===== src/rtl/grid_bfs_shortest_path_defines.svh =====
// ----------------------------------------------------------------------------
// grid_bfs_shortest_path assertion macros
// concurrent check helpers shared by the maze search block
// ----------------------------------------------------------------------------
`ifndef GRID_BFS_SHORTEST_PATH_DEFINES_SVH
`define GRID_BFS_SHORTEST_PATH_DEFINES_SVH

// same-cycle implication
`define GBSP_ASSERT_NOW(name, clk, rst, ante, cons, msg) \
   name: assert property (@(posedge clk) disable iff (rst) (ante) |-> (cons)) \
      else $error(msg);

// next-cycle implication
`define GBSP_ASSERT_NEXT(name, clk, rst, ante, cons, msg) \
   name: assert property (@(posedge clk) disable iff (rst) (ante) |=> (cons)) \
      else $error(msg);

`endif


===== src/rtl/gbsp_pkg.sv =====
// ----------------------------------------------------------------------------
// gbsp_pkg
// shared types and constants for the grid breadth-first search block
// ----------------------------------------------------------------------------
package gbsp_pkg;

   localparam int CFG_W        = 8;
   localparam int CSR_DATA_W   = 32;
   localparam int CSR_ADDR_W   = 3;
   localparam int CSR_ADDR_LSB = 2;
   localparam int REG_SEL_W    = CSR_ADDR_W - CSR_ADDR_LSB;
   localparam int CNT_W        = 15;

   localparam int DEF_MAX_ROWS = 128;
   localparam int DEF_MAX_COLS = 128;

   localparam logic [CFG_W-1:0] RESET_ROWS = 8'd128;
   localparam logic [CFG_W-1:0] RESET_COLS = 8'd128;

   localparam logic [CNT_W-1:0] CNT_MAX = '1;

   localparam logic [REG_SEL_W-1:0] REG_GRID_ROWS = 1'b0;
   localparam logic [REG_SEL_W-1:0] REG_GRID_COLS = 1'b1;

   typedef struct packed {
      logic [CFG_W-1:0] rows;
      logic [CFG_W-1:0] cols;
   } gbsp_size_type;

   typedef enum logic [1:0] {
      DIR_UP,
      DIR_LEFT,
      DIR_DOWN,
      DIR_RIGHT
   } gbsp_dir_type;

   typedef enum logic [2:0] {
      ST_IDLE,
      ST_SWEEP,
      ST_START,
      ST_POP,
      ST_FETCH,
      ST_PROBE,
      ST_LAST
   } gbsp_state_type;

endpackage


===== src/rtl/gbsp_nbr_unit.sv =====
// ----------------------------------------------------------------------------
// gbsp_nbr_unit
// neighbor address unit: one adder steps the cell index by -cols, -1, +cols
// or +1, with the matching row/column update and grid bounds check
// ----------------------------------------------------------------------------
module gbsp_nbr_unit import gbsp_pkg::*; #(
   parameter int IDX_W = 14,
   parameter int R_W   = 7,
   parameter int C_W   = 7
) (
   input  gbsp_dir_type     dir,
   input  logic [IDX_W-1:0] cell_idx,
   input  logic [R_W-1:0]   cell_r,
   input  logic [C_W-1:0]   cell_c,
   input  gbsp_size_type    size,
   output logic [IDX_W-1:0] nbr_idx,
   output logic [R_W-1:0]   nbr_r,
   output logic [C_W-1:0]   nbr_c,
   output logic             in_grid
);

   localparam int EXT_W = CFG_W + 1;

   logic [IDX_W-1:0] cols_ext;
   logic [IDX_W-1:0] offset;

   assign cols_ext = IDX_W'(size.cols);

   always_comb begin
      nbr_r   = cell_r;
      nbr_c   = cell_c;
      in_grid = 1'b0;
      offset  = '0;
      case (dir)
         DIR_UP: begin
            in_grid = (cell_r != '0);
            nbr_r   = cell_r - R_W'(1);
            offset  = IDX_W'(0) - cols_ext;
         end
         DIR_LEFT: begin
            in_grid = (cell_c != '0);
            nbr_c   = cell_c - C_W'(1);
            offset  = '1;
         end
         DIR_DOWN: begin
            in_grid = (EXT_W'(cell_r) + EXT_W'(1)) < EXT_W'(size.rows);
            nbr_r   = cell_r + R_W'(1);
            offset  = cols_ext;
         end
         DIR_RIGHT: begin
            in_grid = (EXT_W'(cell_c) + EXT_W'(1)) < EXT_W'(size.cols);
            nbr_c   = cell_c + C_W'(1);
            offset  = IDX_W'(1);
         end
         default: begin
            in_grid = 1'b0;
         end
      endcase
      // the shared adder
      nbr_idx = cell_idx + offset;
   end

endmodule


===== config.mk =====
export PLATFORM = sky130hd
export DESIGN_NAME = gbsp_nbr_unit
export DESIGN_NICKNAME = d
export VERILOG_FILES = /design/src/rtl/grid_bfs_shortest_path_defines.svh /design/src/rtl/gbsp_pkg.sv /design/src/rtl/gbsp_nbr_unit.sv
export SDC_FILE = /design/constraint.sdc
export NUM_CORES = 1
export LEC_CHECK = 0
export ABC_AREA = 1
export BUFFER_PORTS_ARGS = -buffer_cell sky130_fd_sc_hd__buf_2
export CORE_ASPECT_RATIO = 0.6
export CORE_MARGIN = 3
export CORE_UTILIZATION = 35
export DETAILED_ROUTE_END_ITERATION = 8
export PLACE_DENSITY = 0.67
export RECOVER_POWER = 50
export SLEW_MARGIN = 20
export SYNTH_ARGS = -nofsm -noshare
export SYNTH_HDL_FRONTEND = slang
export SYNTH_SLANG_ARGS = --single-unit

===== constraint.sdc =====
create_clock -name vclk -period 2.32
set_input_delay 0.348 -clock vclk [all_inputs]
set_output_delay 0.348 -clock vclk [all_outputs]
set_load 0.05 [all_outputs]

**After elaboration in Yosys (flattened, before gate mapping)**

Index checks and enable logic that the tools add are counted.

- Flip-flop bits (word level): 0
- Input bits: 46
- Output and inout bits: 29

- Multiplexer cells: 4
- Reductions and logical operators: 3
- Equal/unequal tests: 3
- $add $sub $neg: 8
- Order comparisons: 2

Operator list:

| cell | count |
|---|---|
| $pmux 14 s4 | 1 |
| $pmux 7 s2 | 2 |
| $add 7x1->8 const B | 2 |
| $lt 8x8->1 | 2 |
| $add 14x14->14 | 1 |
| $add 7x1->7 const B | 2 |
| $reduce_bool 7->1 | 2 |
| $sub 7x1->7 const B | 2 |
| $sub 1x8->9 const A | 1 |
| $eq 2x2->1 const B | 2 |
| $pmux 1 s4 | 1 |
| $eq 2x1->1 const B | 1 |
| $logic_not 2->1 | 1 |

**Logic depth before layout (Yosys ltp)**

- Depth in word-level cells: 3
- Depth in mapped cells: 20
- Depth with buffers taken out: 19

**Worst setup path after synthesis**

Ideal clock, no wire load.

- Path kind: input port to output port
- Start: input size[0] in the netlist's numbering
- End: output nbr_idx[9]
- Cell stages on the path: 14
- Setup slack: -583 ps
- Data arrival time: 2555 ps
- Cells stage by stage: inv_1 > ha_1 > nand2_1 > nor2_1 > nand3_2 > nand2_2 > inv_1 > ha_1 > nand2_2 > inv_1 > nand2_1 > nand2_1 > nand3b_1 > xor2_1

- Word-level cells in the longest chain between the ends: 3

Ends and longest elaborated chain:

| element | RTL line | source |
|---|---|---|
| start: declaration | gbsp_nbr_unit.sv:15 | `input gbsp_size_type size,` |
| $sub 1x8->9 | gbsp_nbr_unit.sv:38 | `offset = IDX_W'(0) - cols_ext;` |
| $pmux 14 s4 * | gbsp_nbr_unit.sv:34 | `case (dir)` |
| $add 14x14->14 * | gbsp_nbr_unit.sv:60 | `nbr_idx = cell_idx + offset;` |
| end: declaration | gbsp_nbr_unit.sv:16 | `output logic [IDX_W-1:0] nbr_idx,` |

Mark *: on every way between the ends. The rest lies on a longest branch, timed or not.

**Worst setup path after layout**

- Start: input size[0] in the netlist's numbering
- End: output nbr_idx[11]

The elaborated chain is that of the path after synthesis.

==> impl_metrics.ini <==
[final_layout]
nFlopsAndLatches = 0
area_growth_pct = 99.5
fin_cells = 690
clockBufferCount = 0
fin_nets = 700
seqCellArea_sq_um = 0
drive_above_1_share_pct = 51.8
antenna_cells = 0
nFillCells = 446
postLayoutCellArea_sq_um = 4860

[synthesis]
synthCells = 436
synthTopCellsByArea = ha_1, nand2_1, inv_1
yosysTopAreaCellShare_pct = 22.1
yosys.area.top_type = ha_1
syn_nets = 528
ys_seq_area_share_pct = 0
synth.distinct_cells = 34
syn_area_per_cell_sq_um = 5.59
yosysWarnings = 0
netlist_area_sq_um = 2440

[global_route]
grt_pass1_vias = 3204
grt.overflow.total = 0
track_usage_pct = 21.7
antenna_found_initial = 0
grt_pass1_wl_microns = 14600
grt_max_degree = 18

[job]
maxCapViolCount = 0

[die]
die_y_microns = 70.6
core-area_sq_um = 6410
die_area_sq_um = 8030
boundaryPins = 75
rows = 22
die_w_microns = 114
start_util_pct = 38.0

[placed_design]
placed_cells = 673
hpwl_microns = 7160
port_buffers = 75
gp_congestion = 0.877
dpl_cell_area_sq_um = 3900

[status]
status = finished, violations left
violations = setup timing

[power]
vdd_ir_drop_max_v = 0.000332
power_density_nw_per_um2 = 369
finalPower_mw = 1.79
leakagePower_nw = 2.50

[timing]
hold_violations = 0
fin_crit_sh_pct = 119
holdWs_ns = 1.07
max_freq_ghz = 0.363
worst_pin_slew_ns = 0.628
setup_slack_ns = -0.438
setup_violations = 12
slew_violations = 0
relSlewSlack_pct = 58.3
rsz0062_at_grt = true
period_needed_ns = 2.76

[detailed_routing]
final_antenna_net_count = 0
drt-wirelength-per-cell_microns = 14.7
vias = 3495
firstDrtPassIters = 5
remaining_drc_errors = 0
viasPerCell = 5.07
drt_iter0_markers = 203
wl_microns = 10200

[critical_path]
crit_type = primary input to output pin
crit_path_end_kind = output pin
path_max_fanout = 3
worstPathRequired_ns = 1.97
worstPathArrival_ns = 2.41
critPathLaunch = size[0]
crit_path_start_kind = primary input

[min_path]
hold_path_class = primary input to output pin
hold_path_depth = 4
hold_start = cell_c[6]
[cell type report]
type                       count  area (sq um)  area share (%)
multi-input combinational    349          3000            61.8
timing repair buffer         175          1420            29.1
inverter                      82           338            6.95
tap                           84           105            2.16
[per-layer routing]
| layer | wire (microns) | vias to the layer above | part of all wire [%] | GRT usage [%] |
|---|---|---|---|---|
| met5 | 0 | - | 0 | 0 |
| met4 | 220 | 0 | 2.2 | 3.33 |
| met3 | 626 | 22 | 6.2 | 0.855 |
| met2 | 4850 | 131 | 48 | 36.9 |
| met1 | 4470 | 1600 | 44 | 31.0 |
| li1 | - | 1742 | - | - |
[worst paths after layout]
path / endpoint
max: nbr_idx[11]
min: nbr_c[6]
[synthesized netlist by cell type, types with 2 or more instances]
cell,instances
buf_2,2
nor2_1,38
a21oi_1,17
nor3_1,4
xnor2_1,5
o22ai_1,4
nand3b_1,4
inv_1,77
nand2_2,7
nand4_1,14
a21o_1,6
fa_1,3
inv_2,4
nand3_1,30
nor2_2,3
o21ai_0,13
ha_1,43
xor2_1,18
nand2_1,129
[per-stage QoR]
| stage | setup slack, ns | setup TNS [ns] | utilization, % |
|---|---|---|---|
| floorplan | -0.203 | -0.890 | - |
| global placement | -0.480 | -5.71 | 60.8 |
| detailed placement | -0.567 | -6.71 | 60.8 |
| CTS | -0.291 | -2.48 | 69.8 |
| global route | -0.525 | -4.57 | 75.8 |
| finish | -0.438 | -3.17 | 75.8 |
[critical path, stage by stage]
cell,delay (ns)
buf_8,0.11
inv_8,0.05
ha_4,0.15
nand2_4,0.05
nor2_4,0.11
a21oi_2,0.07
xor2_1,0.25
ha_1,0.31
nand2_1,0.20
inv_1,0.12
nand4_1,0.15
nand4_1,0.20
nand2_4,0.14
buf_8,0.15
[cell usage in the layout (no fill, tap or decap), drive strengths merged, types with 4 or more instances in the layout]
| cell | n |
|---|---|
| a21oi | 18 |
| xor2 | 18 |
| inv | 82 |
| nor2 | 42 |
| nand2 | 137 |
| nand4 | 14 |
| a21o | 6 |
| o21ai | 14 |
| ha | 43 |
| xnor2 | 5 |
| nor3 | 5 |
| o22ai | 4 |
| buf | 168 |
| nand3b | 4 |
| nand3 | 31 |
| clkbuf | 7 |
[power breakdown]
group / internal [mW] / switching, mW
Sequential: 0 / 0
Combinational: 0.766 / 1.03
Clock: 0 / 0
[cells by family after synthesis]
group	after synthesis	share of synthesized area [%]
AO/OA/AOI/OAI	45	10.6
XOR/XNOR	23	8.26
adder cells (fa/ha/maj)	46	24.5
buffers and inverters	87	14.2
AND/OR/NAND/NOR	235	42.4
[what timing repair did]
| action | CTS | global route |
|---|---|---|
| resized for setup | 122 | 78 |
| setup buffers | 11 | 9 |
| hold buffers | 0 | 0 |
| endpoints found under the setup margin | 23 | 22 |
| pin swaps | 57 | 48 |
| endpoints found under the hold margin | 0 | 0 |
No activity file was read; power rests on OpenSTA's default activity.
