## src/rtl/grid_bfs_shortest_path_defines.svh

```systemverilog
// ----------------------------------------------------------------------------
// grid_bfs_shortest_path assertion macros
// concurrent check helpers shared by the maze search block
// ----------------------------------------------------------------------------
`ifndef GRID_BFS_SHORTEST_PATH_DEFINES_SVH
`define GRID_BFS_SHORTEST_PATH_DEFINES_SVH

// same-cycle implication
`define GBSP_ASSERT_NOW(name, clk, rst, ante, cons, msg) \
   name: assert property (@(posedge clk) disable iff (rst) (ante) |-> (cons)) \
      else $error(msg);

// next-cycle implication
`define GBSP_ASSERT_NEXT(name, clk, rst, ante, cons, msg) \
   name: assert property (@(posedge clk) disable iff (rst) (ante) |=> (cons)) \
      else $error(msg);

`endif

```

## src/rtl/gbsp_pkg.sv

```systemverilog
// ----------------------------------------------------------------------------
// gbsp_pkg
// shared types and constants for the grid breadth-first search block
// ----------------------------------------------------------------------------
package gbsp_pkg;

   localparam int CFG_W        = 8;
   localparam int CSR_DATA_W   = 32;
   localparam int CSR_ADDR_W   = 3;
   localparam int CSR_ADDR_LSB = 2;
   localparam int REG_SEL_W    = CSR_ADDR_W - CSR_ADDR_LSB;
   localparam int CNT_W        = 15;

   localparam int DEF_MAX_ROWS = 128;
   localparam int DEF_MAX_COLS = 128;

   localparam logic [CFG_W-1:0] RESET_ROWS = 8'd128;
   localparam logic [CFG_W-1:0] RESET_COLS = 8'd128;

   localparam logic [CNT_W-1:0] CNT_MAX = '1;

   localparam logic [REG_SEL_W-1:0] REG_GRID_ROWS = 1'b0;
   localparam logic [REG_SEL_W-1:0] REG_GRID_COLS = 1'b1;

   typedef struct packed {
      logic [CFG_W-1:0] rows;
      logic [CFG_W-1:0] cols;
   } gbsp_size_type;

   typedef enum logic [1:0] {
      DIR_UP,
      DIR_LEFT,
      DIR_DOWN,
      DIR_RIGHT
   } gbsp_dir_type;

   typedef enum logic [2:0] {
      ST_IDLE,
      ST_SWEEP,
      ST_START,
      ST_POP,
      ST_FETCH,
      ST_PROBE,
      ST_LAST
   } gbsp_state_type;

endpackage

```

## src/rtl/gbsp_csr.sv

```systemverilog
// ----------------------------------------------------------------------------
// gbsp_csr
// apb register file for grid size, with clamping to the supported range
// ----------------------------------------------------------------------------
module gbsp_csr import gbsp_pkg::*; #(
   parameter int MAX_ROWS = DEF_MAX_ROWS,
   parameter int MAX_COLS = DEF_MAX_COLS
) (
   input  logic                  clock,
   input  logic                  reset,
   input  logic                  csr_psel,
   input  logic                  csr_penable,
   input  logic                  csr_pwrite,
   input  logic [CSR_ADDR_W-1:0] csr_paddr,
   input  logic [CSR_DATA_W-1:0] csr_pwdata,
   output logic [CSR_DATA_W-1:0] csr_prdata,
   output logic                  csr_pready,
   output gbsp_size_type         size
);

   logic [CFG_W-1:0]     rows_raw_ff, rows_raw_in;
   logic [CFG_W-1:0]     cols_raw_ff, cols_raw_in;
   logic [REG_SEL_W-1:0] reg_sel;
   logic                 wr_fire;

   assign csr_pready = 1'b1;
   assign reg_sel    = csr_paddr[CSR_ADDR_W-1:CSR_ADDR_LSB];
   assign wr_fire    = csr_psel & csr_penable & csr_pwrite & csr_pready;

   always_comb begin
      rows_raw_in = rows_raw_ff;
      cols_raw_in = cols_raw_ff;
      if (wr_fire) begin
         case (reg_sel)
            REG_GRID_ROWS: rows_raw_in = csr_pwdata[CFG_W-1:0];
            REG_GRID_COLS: cols_raw_in = csr_pwdata[CFG_W-1:0];
            default: begin
               rows_raw_in = rows_raw_ff;
            end
         endcase
      end
   end

   always_ff @(posedge clock) begin
      if (reset) begin
         rows_raw_ff <= RESET_ROWS;
         cols_raw_ff <= RESET_COLS;
      end else begin
         rows_raw_ff <= rows_raw_in;
         cols_raw_ff <= cols_raw_in;
      end
   end

   always_comb begin
      case (reg_sel)
         REG_GRID_ROWS: csr_prdata = CSR_DATA_W'(rows_raw_ff);
         REG_GRID_COLS: csr_prdata = CSR_DATA_W'(cols_raw_ff);
         default:       csr_prdata = '0;
      endcase
   end

   // zero counts as one, anything above the build limit counts as the limit
   always_comb begin
      if (rows_raw_ff == '0) begin
         size.rows = CFG_W'(1);
      end else if (32'(rows_raw_ff) > MAX_ROWS) begin
         size.rows = CFG_W'(MAX_ROWS);
      end else begin
         size.rows = rows_raw_ff;
      end
      if (cols_raw_ff == '0) begin
         size.cols = CFG_W'(1);
      end else if (32'(cols_raw_ff) > MAX_COLS) begin
         size.cols = CFG_W'(MAX_COLS);
      end else begin
         size.cols = cols_raw_ff;
      end
   end

endmodule

```

## config.mk

```make
export PLATFORM = sky130hd
export DESIGN_NAME = gbsp_csr
export DESIGN_NICKNAME = d
export VERILOG_FILES = /design/src/rtl/grid_bfs_shortest_path_defines.svh /design/src/rtl/gbsp_pkg.sv /design/src/rtl/gbsp_csr.sv
export SDC_FILE = /design/constraint.sdc
export NUM_CORES = 1
export LEC_CHECK = 0
export BUFFER_PORTS_ARGS = -buffer_cell sky130_fd_sc_hd__buf_2
export CAP_MARGIN = 10
export CORE_ASPECT_RATIO = 0.8
export CORE_MARGIN = 4
export CORE_UTILIZATION = 38
export CTS_CLUSTER_DIAMETER = 120
export DETAILED_ROUTE_END_ITERATION = 10
export PLACE_DENSITY = 0.75
export SLEW_MARGIN = 20
export SYNTH_ARGS = -nofsm -noshare
export SYNTH_HDL_FRONTEND = slang
export SYNTH_SLANG_ARGS = --single-unit
```

## constraint.sdc

```tcl
create_clock -name clock -period 1.35 [get_ports clock]
set_clock_uncertainty 0.1 [all_clocks]
set_input_delay 0.2025 -clock clock [delete_from_list [all_inputs] [get_ports clock]]
set_output_delay 0.2025 -clock clock [all_outputs]
set_load 0.03 [all_outputs]
```

After elaboration in Yosys (flattened, before gate mapping)
Index checks and enable logic that the tools add are counted.

Register bits after elaboration: 16. Output and inout bits: 49. Word-level logic and storage cells: 16. Bits of input ports: 40.

Bitwise gates (word level): 3. Order comparisons: 2. Reductions and logical operators: 4. Mux-type cells: 5.

Operators by type and width (count): $pmux 32 s2 (1); $mux 8 (4); $gt 8x8->1 const B (2); $logic_not 8->1 (2); $reduce_and 2->1 (2); $and 1x1->1 (2); $not 1->1 (1).

Depth between registers and ports, before layout
Gate-level depths: netlist (run 1).

Depth in word-level cells: 3. Depth in mapped cells: 3. Gate-level depth less buffers: 2.

Least setup slack after synthesis (run 1)
OpenSTA, ideal clock, no wires.

Path kind: reg2out. Start point: register rows_raw_ff[5]. End point: output port size[8] (netlist name). Cell stages (with the launch flop): 3. Data required time: 1.048 ns. Arrival time: 1.443 ns. Slack: -0.395 ns. Buffers on the path: 0. Cells stage by stage: dfxtp_1 or4_4 o41ai_2.

RTL lines: from (decl) (RTL line gbsp_csr.sv:21) `logic [CFG_W-1:0] rows_raw_ff, rows_raw_in;`; from (signal assigned) (RTL line gbsp_csr.sv:49) `rows_raw_ff <= rows_raw_in;`; to (decl) (RTL line gbsp_csr.sv:18) `output gbsp_size_type size`.

==> results of run 1 <==
[per-layer routing]
metal	global-route usage	up-vias	wire (um)	part of all wire
met5	0	-	0	0
met1	0.193	439	1200	0.40
met2	0.268	46	1580	0.52
li1	-	447	-	-
met4	0.0417	0	14	0.0046
met3	0.0400	2	237	0.078
[layout by cell type, fill, tap and decap left out, types with 2 or more instances in the layout]
| cell type | n |
|---|---|
| dfxtp_2 | 12 |
| nand2b_1 | 21 |
| or4_4 | 2 |
| nor2b_4 | 9 |
| conb_1 | 25 |
| clkbuf_8 | 4 |
| nor2b_1 | 2 |
| mux2i_1 | 16 |
| dfxtp_4 | 2 |
| mux2_4 | 7 |
| or2b_1 | 2 |
| buf_2 | 13 |
| buf_6 | 29 |
| buf_4 | 11 |
| dfxtp_1 | 2 |
| o41ai_4 | 2 |
| nor2_1 | 3 |
[power by group]
part	total, mW	switching, mW	internal (mW)
clock network	0.429	0.170	0.259
registers	0.495	0.0134	0.481
logic	0.271	0.176	0.0951
total	1.19	0.359	0.835
[critical path: stages (launching register included)]
cell,delay (ns)
dfxtp_2,0.32
or4_4,0.54
o41ai_4,0.21
buf_4,0.21
[sequential cells by signal, indices dropped and copies added, names as in the netlist]
name	flops
rows_raw_ff	8
cols_raw_ff	8
[layout make-up]
| type | count | area (sq um) | share of cell area |
|---|---|---|---|
| repair buffers | 54 | 489 | 0.284 |
| flip-flops and latches | 16 | 343 | 0.199 |
| clock buffers | 4 | 55.1 | 0.0319 |
| well taps | 38 | 47.5 | 0.0276 |
| multi-input cells | 95 | 791 | 0.458 |
[cells by family (layout without fill, tap and decap cells)]
| family | Yosys count | in the layout | share of synthesized area |
|---|---|---|---|
| simple gates | 44 | 44 | 0.264 |
| buf+inv | 33 | 58 | 0.195 |
| mux | 24 | 24 | 0.222 |
| flops | 16 | 16 | 0.284 |
| other cells | 2 | 25 | 0.00665 |
| compound gates | 2 | 2 | 0.0288 |
[what timing repair did]
| action | CTS | global route |
|---|---|---|
| buffers inserted | 6 | 5 |
| endpoints found under the setup margin | 18 | 22 |
| resized for setup | 61 | 38 |
| gates cloned | 0 | 0 |
[path summary, 6_finish.rpt]
check,endpoint,slack (ns),depth (start not counted)
worst max-delay path,size[0],-0.48,3
worst min-delay path,rows_raw_ff[7],0.12,3
worst max register to register,rows_raw_ff[7],0.22,5
worst min register to register,rows_raw_ff[0],0.39,2
==> results.yml, run 1 <==
synthesis:
  synth_common_cells: "buf_4, nand2b_1, dfxtp_1, mux2i_1, nor2b_1"
  ys_types: 18
  synth_edf_count: 0
  synthTopCellsByArea: "dfxtp_1, buf_4, mux2i_1"
  seq_area_frac_synth: 0.284
  synth_seq_cells: 16
  yosys_warnings: 0
  syn_area_per_cell_sq_um: 9.33
  synth-main-ff-cell: "dfxtp_1"
  synthCells: 121
  yosysTopAreaCell: "dfxtp_1"
  async_reset_ff_frac: 0
  yosysTopAreaCellShare: 0.284
  synth_area_sq_um: 1130
  synth.most_common_cell: "buf_4"
layout:
  num_antenna_cells: 0
  final_util: 0.615
  fin_cells: 207
  final_area_sq_um: 1730
  syn_to_final_growth_pct: 52.9
  fillerInstances: 233
  drive_above_1_share: 0.562
  nets: 210
sta:
  finalCriticalPeriod_ns: 1.83
  grt_setup_unrepaired: "yes"
  hold-worst-slack_ns: 0.122
  finalSetupViolations: 12
  hold_viol: 0
  fin_ws_ns: -0.485
  drv_slew: 0
  fin_tns_setup_ns: -1.52
  min_period_over_period: 1.36
  fmax_mhz: 545
worst_hold_path:
  min_path_type: "in2reg"
  min_from: "csr_pwdata[7]"
routing:
  totalWireLength_um: 3030
  drt_iter0_markers: 10
  drc: 0
  firstDrtPassIters: 4
  vias: 934
  via_per_inst: 4.51
  post_drt_wl_per_cell_um: 14.6
  postRouteAntennaNets: 0
status:
  status: "finished, violations left"
  failed_checks: "setup timing"
die:
  rows: 17
  die_h_um: 56.7
  io_pins: 89
  core-area_sq_um: 2810
  initial_utilization: 0.402
  die_width_um: 68.9
  fp.dieArea_sq_um: 3910
worst_setup_path:
  r2r-start: "rows_raw_ff[7]"
  critical_path_peak_fanout: 2
  crit_path_start_kind: "register"
  required_ns: 1.05
  crit_type: "reg2out"
  cp-startpoint: "cols_raw_ff[1]"
  cp-end-kind: "output port"
  cp.arrival_ns: 1.53
clocking:
  worst_skew_pair.late_latency_ns: 0.25
  cts_root_buffer: "clkbuf_8"
  clock_path_buffers: 2
  ctsHoldBuffers: 0
  tritoncts: "built"
  cts_sinks: 16
  clk_pin_slew_ns: 0.06
  cts_buffers: 3
  htree_levels: 1
global_route:
  overflow: 0
  antenna_found_initial: 0
  grtUsageTotal: 0.158
  grt_pass1_wl_um: 4530
  grt_max_degree: 25
  grt_pass1_vias: 931
placement:
  placed_area_sq_um: 1340
  pre_cts_slack_ns: -0.247
  port_buffers: 37
  dp_hpwl_um: 2110
  placedCellCount: 198
  gp_congestion: 0.845
run:
  maxCapViolations: 0
pwr:
  p_leak_nw: 0.789
  ir_drop_v: 0.000506
  power.density_nw_per_um2: 692
  power.total_mw: 1.19
No activity file was read; power rests on OpenSTA's default activity.
==> run 2: changes to the inputs <==
--- a/config.mk
+++ b/config.mk
@@ -13,5 +13,5 @@
 export CTS_CLUSTER_DIAMETER = 120
 export DETAILED_ROUTE_END_ITERATION = 10
-export PLACE_DENSITY = 0.75
+export PLACE_DENSITY_LB_ADDON = 0.15
 export SLEW_MARGIN = 20
 export SYNTH_ARGS = -nofsm -noshare
==> constraint.sdc (replaced) <==
create_clock -name clock -period 1.35 [get_ports clock]
set_clock_uncertainty 0.1 [all_clocks]
set_input_delay 0.0675 -clock clock [delete_from_list [all_inputs] [get_ports clock]]
set_output_delay 0.0675 -clock clock [all_outputs]
set_load 0.03 [all_outputs]
==> run 2 against run 1 <==
Net effect: the flow finishes with violations (hold timing, setup timing); sequential power barely moved; non-clock buffer count fell by 7; fmax rose by 7.5%; total power fell by 2.9%; die area did not move; via count fell by 5.6%; setup slack improved by 0.13 ns; core utilization fell by 11 points; critical path type unchanged; highest routed layer is now met3.
==> results.yml, run 2 (synthesis gave the netlist of run 1 again) <==
status:
  status: "finished, violations left"
  failed_checks: "hold timing, setup timing"
clocking:
  tritoncts: "built"
  clk_pin_slew_ns: 0.06
  post_cts_buffers: 0
  cts_buffers: 3
  htree_levels: 1
  cts_sinks: 16
  worst_skew_pair.late_latency_ns: 0.25
  cts_root_buffer: "clkbuf_8"
  clock_path_buffers: 2
worst_setup_path:
  reg2reg_setup_slack_ns: 0.36
  r2r_cells: 3
  critical_path_peak_fanout: 4
  cp.arrival_ns: 1.54
  crit_path_start_kind: "register"
  crit_type: "reg2out"
  timing.rr.end: "rows_raw_ff[5]"
  cp-end-kind: "output port"
  required_ns: 1.18
  r2r-start: "rows_raw_ff[5]"
global_route:
  grt_pass1_vias: 753
  overflow: 0
  grt_pass1_wl_um: 3710
  antenna_found_initial: 0
  grt_max_degree: 25
  grtUsageTotal: 0.129
routing:
  postRouteAntennaNets: 0
  totalWireLength_um: 2540
  post_drt_wl_per_cell_um: 12.7
  drt_iter0_markers: 47
  firstDrtPassIters: 4
  vias: 882
  drc: 0
  via_per_inst: 4.41
die:
  fp.dieArea_sq_um: 3910
  die_h_um: 56.7
  initial_utilization: 0.402
  rows: 17
  core-area_sq_um: 2810
  die_width_um: 68.9
  io_pins: 89
layout:
  drive_above_1_share: 0.414
  syn_to_final_growth_pct: 24.8
  final_cell_mix: "buf_2, conb_1, nand2b_1"
  layout_commonest_cell: "buf_2"
  reg_top3: "cols_raw_ff (8), rows_raw_ff (8)"
  num_antenna_cells: 0
  fillerInstances: 292
  nets: 203
placement:
  gp_congestion: 0.728
  pre_cts_slack_ns: -0.138
  port_buffers: 37
  dp_hpwl_um: 2000
sta:
  finalCriticalPeriod_ns: 1.71
  finalSetupViolations: 2
  fin_ws_ns: -0.358
  hold_viol: 2
  grt_setup_unrepaired: "yes"
  hold-worst-slack_ns: -0.00175
  drv_slew: 0
  min_period_over_period: 1.26
  fmax_mhz: 586
run:
  maxCapViolations: 0
worst_hold_path:
  min_path_cells: 3
  min_path_type: "in2reg"
  min_from: "csr_pwdata[3]"
  min_to: "cols_raw_ff[3]"
pwr:
  p_leak_nw: 0.699
  power.density_nw_per_um2: 823
  power.total_mw: 1.16
  ir_drop_v: 0.000702
## run 2: changes by cell type in the layout (fill, tap and decap cells not counted)
| cell | before | now |
|---|---|---|
| dfxtp_4 | 2 | 0 |
| mux2_2 | 1 | 8 |
| mux2_4 | 7 | 0 |
| buf_12 | 0 | 1 |
| dlygate4sd3_1 | 0 | 1 |
| nor2b_4 | 9 | 0 |
| buf_2 | 13 | 33 |
| dfxtp_1 | 2 | 13 |
| buf_6 | 29 | 0 |
| nor2b_1 | 2 | 11 |
| buf_8 | 1 | 0 |
| buf_4 | 11 | 12 |
| dfxtp_2 | 12 | 3 |
## run 2: worst max-delay path by stage
| stage | start | to | slack (ns) | depth (start not counted) |
|---|---|---|---|---|
| 6_report | rows_raw_ff[6] | size[8] | -0.36 | 3 |
| 3_3_place_gp | rows_raw_ff[6] | size[8] | -0.09 | 3 |
| 2_1_floorplan | rows_raw_ff[5] | size[8] | -0.1 | 2 |
| 4_1_cts | rows_raw_ff[6] | size[8] | -0.37 | 3 |
| 5_1_grt | rows_raw_ff[6] | size[8] | -0.39 | 3 |
| 3_5_place_dp | rows_raw_ff[6] | size[8] | -0.14 | 3 |
## run 2: worst max-delay path, cell delays in order (launching register included)
cell	delay (ns)
dfxtp_2	0.34
or4_4	0.52
o41ai_4	0.22
buf_4	0.21
## run 2: area by class of cell
class,instances,area [sq um],area share
Clock buffer,4,55.1,0.0391
Multi-Input combinational cell,95,697,0.495
Sequential cell,16,324,0.230
Tap cell,38,47.5,0.0337
Timing Repair Buffer,47,285,0.202
## run 2: routing by layer
layer | vias to the layer above | wire [um] | GRT usage
li1 | 431 | - | -
met5 | - | 0 | 0
met1 | 412 | 1200 | 0.187
met2 | 39 | 1120 | 0.186
met4 | 0 | 0 | 0.0167
met3 | 0 | 221 | 0.0460
## run 2: what timing repair did
action	4_1_cts	5_1_grt
endpoints found under the hold margin	2	0
hold buffers	1	0
resized for setup	5	4
endpoints found under the setup margin	6	4
## run 2: stage by stage
stage	TNS, ns	instances	cell area (sq um)	utilization
finish	-0.687	200	1410	0.502
global route	-0.772	200	1410	0.502
CTS	-0.716	200	1400	0.500
detailed placement	-0.228	195	1330	0.474
global placement	-0.175	195	1330	0.474
floorplan	-0.189	144	1240	-
## run 2: power breakdown
part	total (mW)	internal, mW	switching [mW]
Sequential	0.496	0.483	0.0129
Combinational	0.237	0.0728	0.164
Clock	0.427	0.259	0.168
==> run 3: changes to the inputs <==
- CORE_MARGIN: 4 -> unset
- SETUP_SLACK_MARGIN: unset -> 0.3
==> run 3 against run 2 <==
Net effect: via count grew 5.3%; non-clock buffer count grew 16; total power is 4.1% higher; sequential share of layout area down 4.4 points; critical path type unchanged; cell area increased by 32%; cell count rose by 8.0%; critical path depth did not move; fmax is 0.36% higher; sequential cell count is the same; sequential power is 1% lower; critical endpoint unchanged; clock-buffer cell count stayed put; the flow finishes with violations (setup timing); global-route usage increased by 4.1 points.
==> results.yml, run 3 (synthesis gave the netlist of run 1 again) <==
pwr:
  power.share.clock: 0.354
  power.density_nw_per_um2: 648
  p_int_mw: 0.847
  p_leak_nw: 0.842
  switching_share: 0.298
  power_frac_seq: 0.407
  ir_drop_v: 0.000648
  pwr-share-comb: 0.239
  power.total_mw: 1.21
  switchingPower_mw: 0.360
clocking:
  clock_path_buffers: 2
  tritoncts: "built"
  worst_skew_pair.late_latency_ns: 0.25
  cts_sinks: 16
  cts_buffers: 3
  clk_pin_slew_ns: 0.07
  cts_root_buffer: "clkbuf_8"
  htree_levels: 1
worst_hold_path:
  min_path_type: "in2reg"
sta:
  fmax_mhz: 588
  drv_slew: 0
  finalCriticalPeriod_ns: 1.70
  fin_ws_ns: -0.351
  finalSetupViolations: 2
  hold_viol: 0
  grt_setup_unrepaired: "yes"
  min_period_over_period: 1.26
layout:
  nets: 219
  fin_cells: 216
  reg_top3: "cols_raw_ff (8), rows_raw_ff (8)"
  layout_commonest_cell: "buf_6"
  num_antenna_cells: 0
  final_area_sq_um: 1860
  drive_above_1_share: 0.562
  final_cell_mix: "buf_6, conb_1, nand2b_1"
  syn_to_final_growth_pct: 65.1
placement:
  port_buffers: 37
  placed_area_sq_um: 1350
  dp_hpwl_um: 1820
  pre_cts_slack_ns: -0.126
  placedCellCount: 196
  gp_congestion: 0.772
worst_setup_path:
  crit_type: "reg2out"
  cp_slowest_cell: "or4_4"
  cp-end-kind: "output port"
  required_ns: 1.18
  crit_path_max_incr_delay_ns: 0.54
  crit_chain: "or4_4 > o41ai_4 > buf_4"
  crit_path_start_kind: "register"
  critical_path_peak_fanout: 2
  cp.arrival_ns: 1.53
routing:
  totalWireLength_um: 2790
  drc: 0
  post_drt_wl_per_cell_um: 12.9
  vias: 929
  postRouteAntennaNets: 0
  firstDrtPassIters: 4
  drt_iter0_markers: 16
  met3WireLength_um: 147
  wl_met2_um: 1420
  highest_layer: "met3"
  via_per_inst: 4.30
  drt-met1-wl_um: 1210
global_route:
  antenna_found_initial: 0
  grt_max_degree: 25
  grt_pass1_vias: 838
  grt_pass1_wl_um: 4170
  overflow: 0
  grtUsageTotal: 0.170
run:
  maxCapViolations: 0
die:
  die_width_um: 62.9
  rows: 17
  io_pins: 89
  fp.dieArea_sq_um: 3190
  initial_utilization: 0.405
  die_h_um: 50.7
  core-area_sq_um: 2790
status:
  failed_checks: "setup timing"
  status: "finished, violations left"
==> run 3: per-stage QoR <==
step                TNS (ns)  hold WS (ns)   util
global route          -0.794       0.00709  0.669
detailed placement    -0.221         0.239  0.485
CTS                   -0.703       0.00553  0.631
global placement      -0.214         0.228  0.485
floorplan             -0.189         0.139      -
finish                -0.682        0.0140  0.669
==> run 3: timing repair <==
action                                 in CTS  in global routing
gates resized for setup                    85                 15
pin swaps                                   0                  0
endpoints found under the hold margin       6                  0
setup endpoints to repair                  25                 24
buffers inserted                            5                  6
hold buffers                                5                  0
==> run 3: worst max-delay path: cells and delay by family, from the launching register on <==
family,cells,cell delay [ns]
simple gates,1,0.54
flops,1,0.32
compound gates,1,0.21
buf+inv,1,0.21
==> run 3: final timing paths <==
kind                            slack, ns  cells past startpoint             end      startpoint
worst min register to register       0.39                      2  rows_raw_ff[0]  rows_raw_ff[0]
worst min-delay path                 0.01                      3  rows_raw_ff[2]   csr_pwdata[2]
worst max register to register       0.35                      4  cols_raw_ff[7]  cols_raw_ff[7]
worst max-delay path                -0.35                      3         size[8]  rows_raw_ff[5]
==> run 3: layout make-up <==
class                      count  area, sq um
fill                         233          923
multi-input combinational     95          815
timing repair buffer          63          599
sequential                    16          347
clock buffer                   4         55.1
tap                           38         47.5
==> run 3: power by group through the flow <==
stage               clock (mW)  sequential, mW  combinational, mW
global route             0.451           0.492              0.305
CTS                      0.440           0.491              0.273
floorplan                    0           0.500              0.241
detailed placement           0           0.506              0.232
global placement             0           0.505              0.230
finish                   0.428           0.491              0.288
==> run 3: per-layer routing <==
layer  vias to the layer above  track usage
li1                        466            -
met1                       428        0.221
met2                        35        0.281
met3                         0       0.0568
met4                         0       0.0116
met5                         -            0
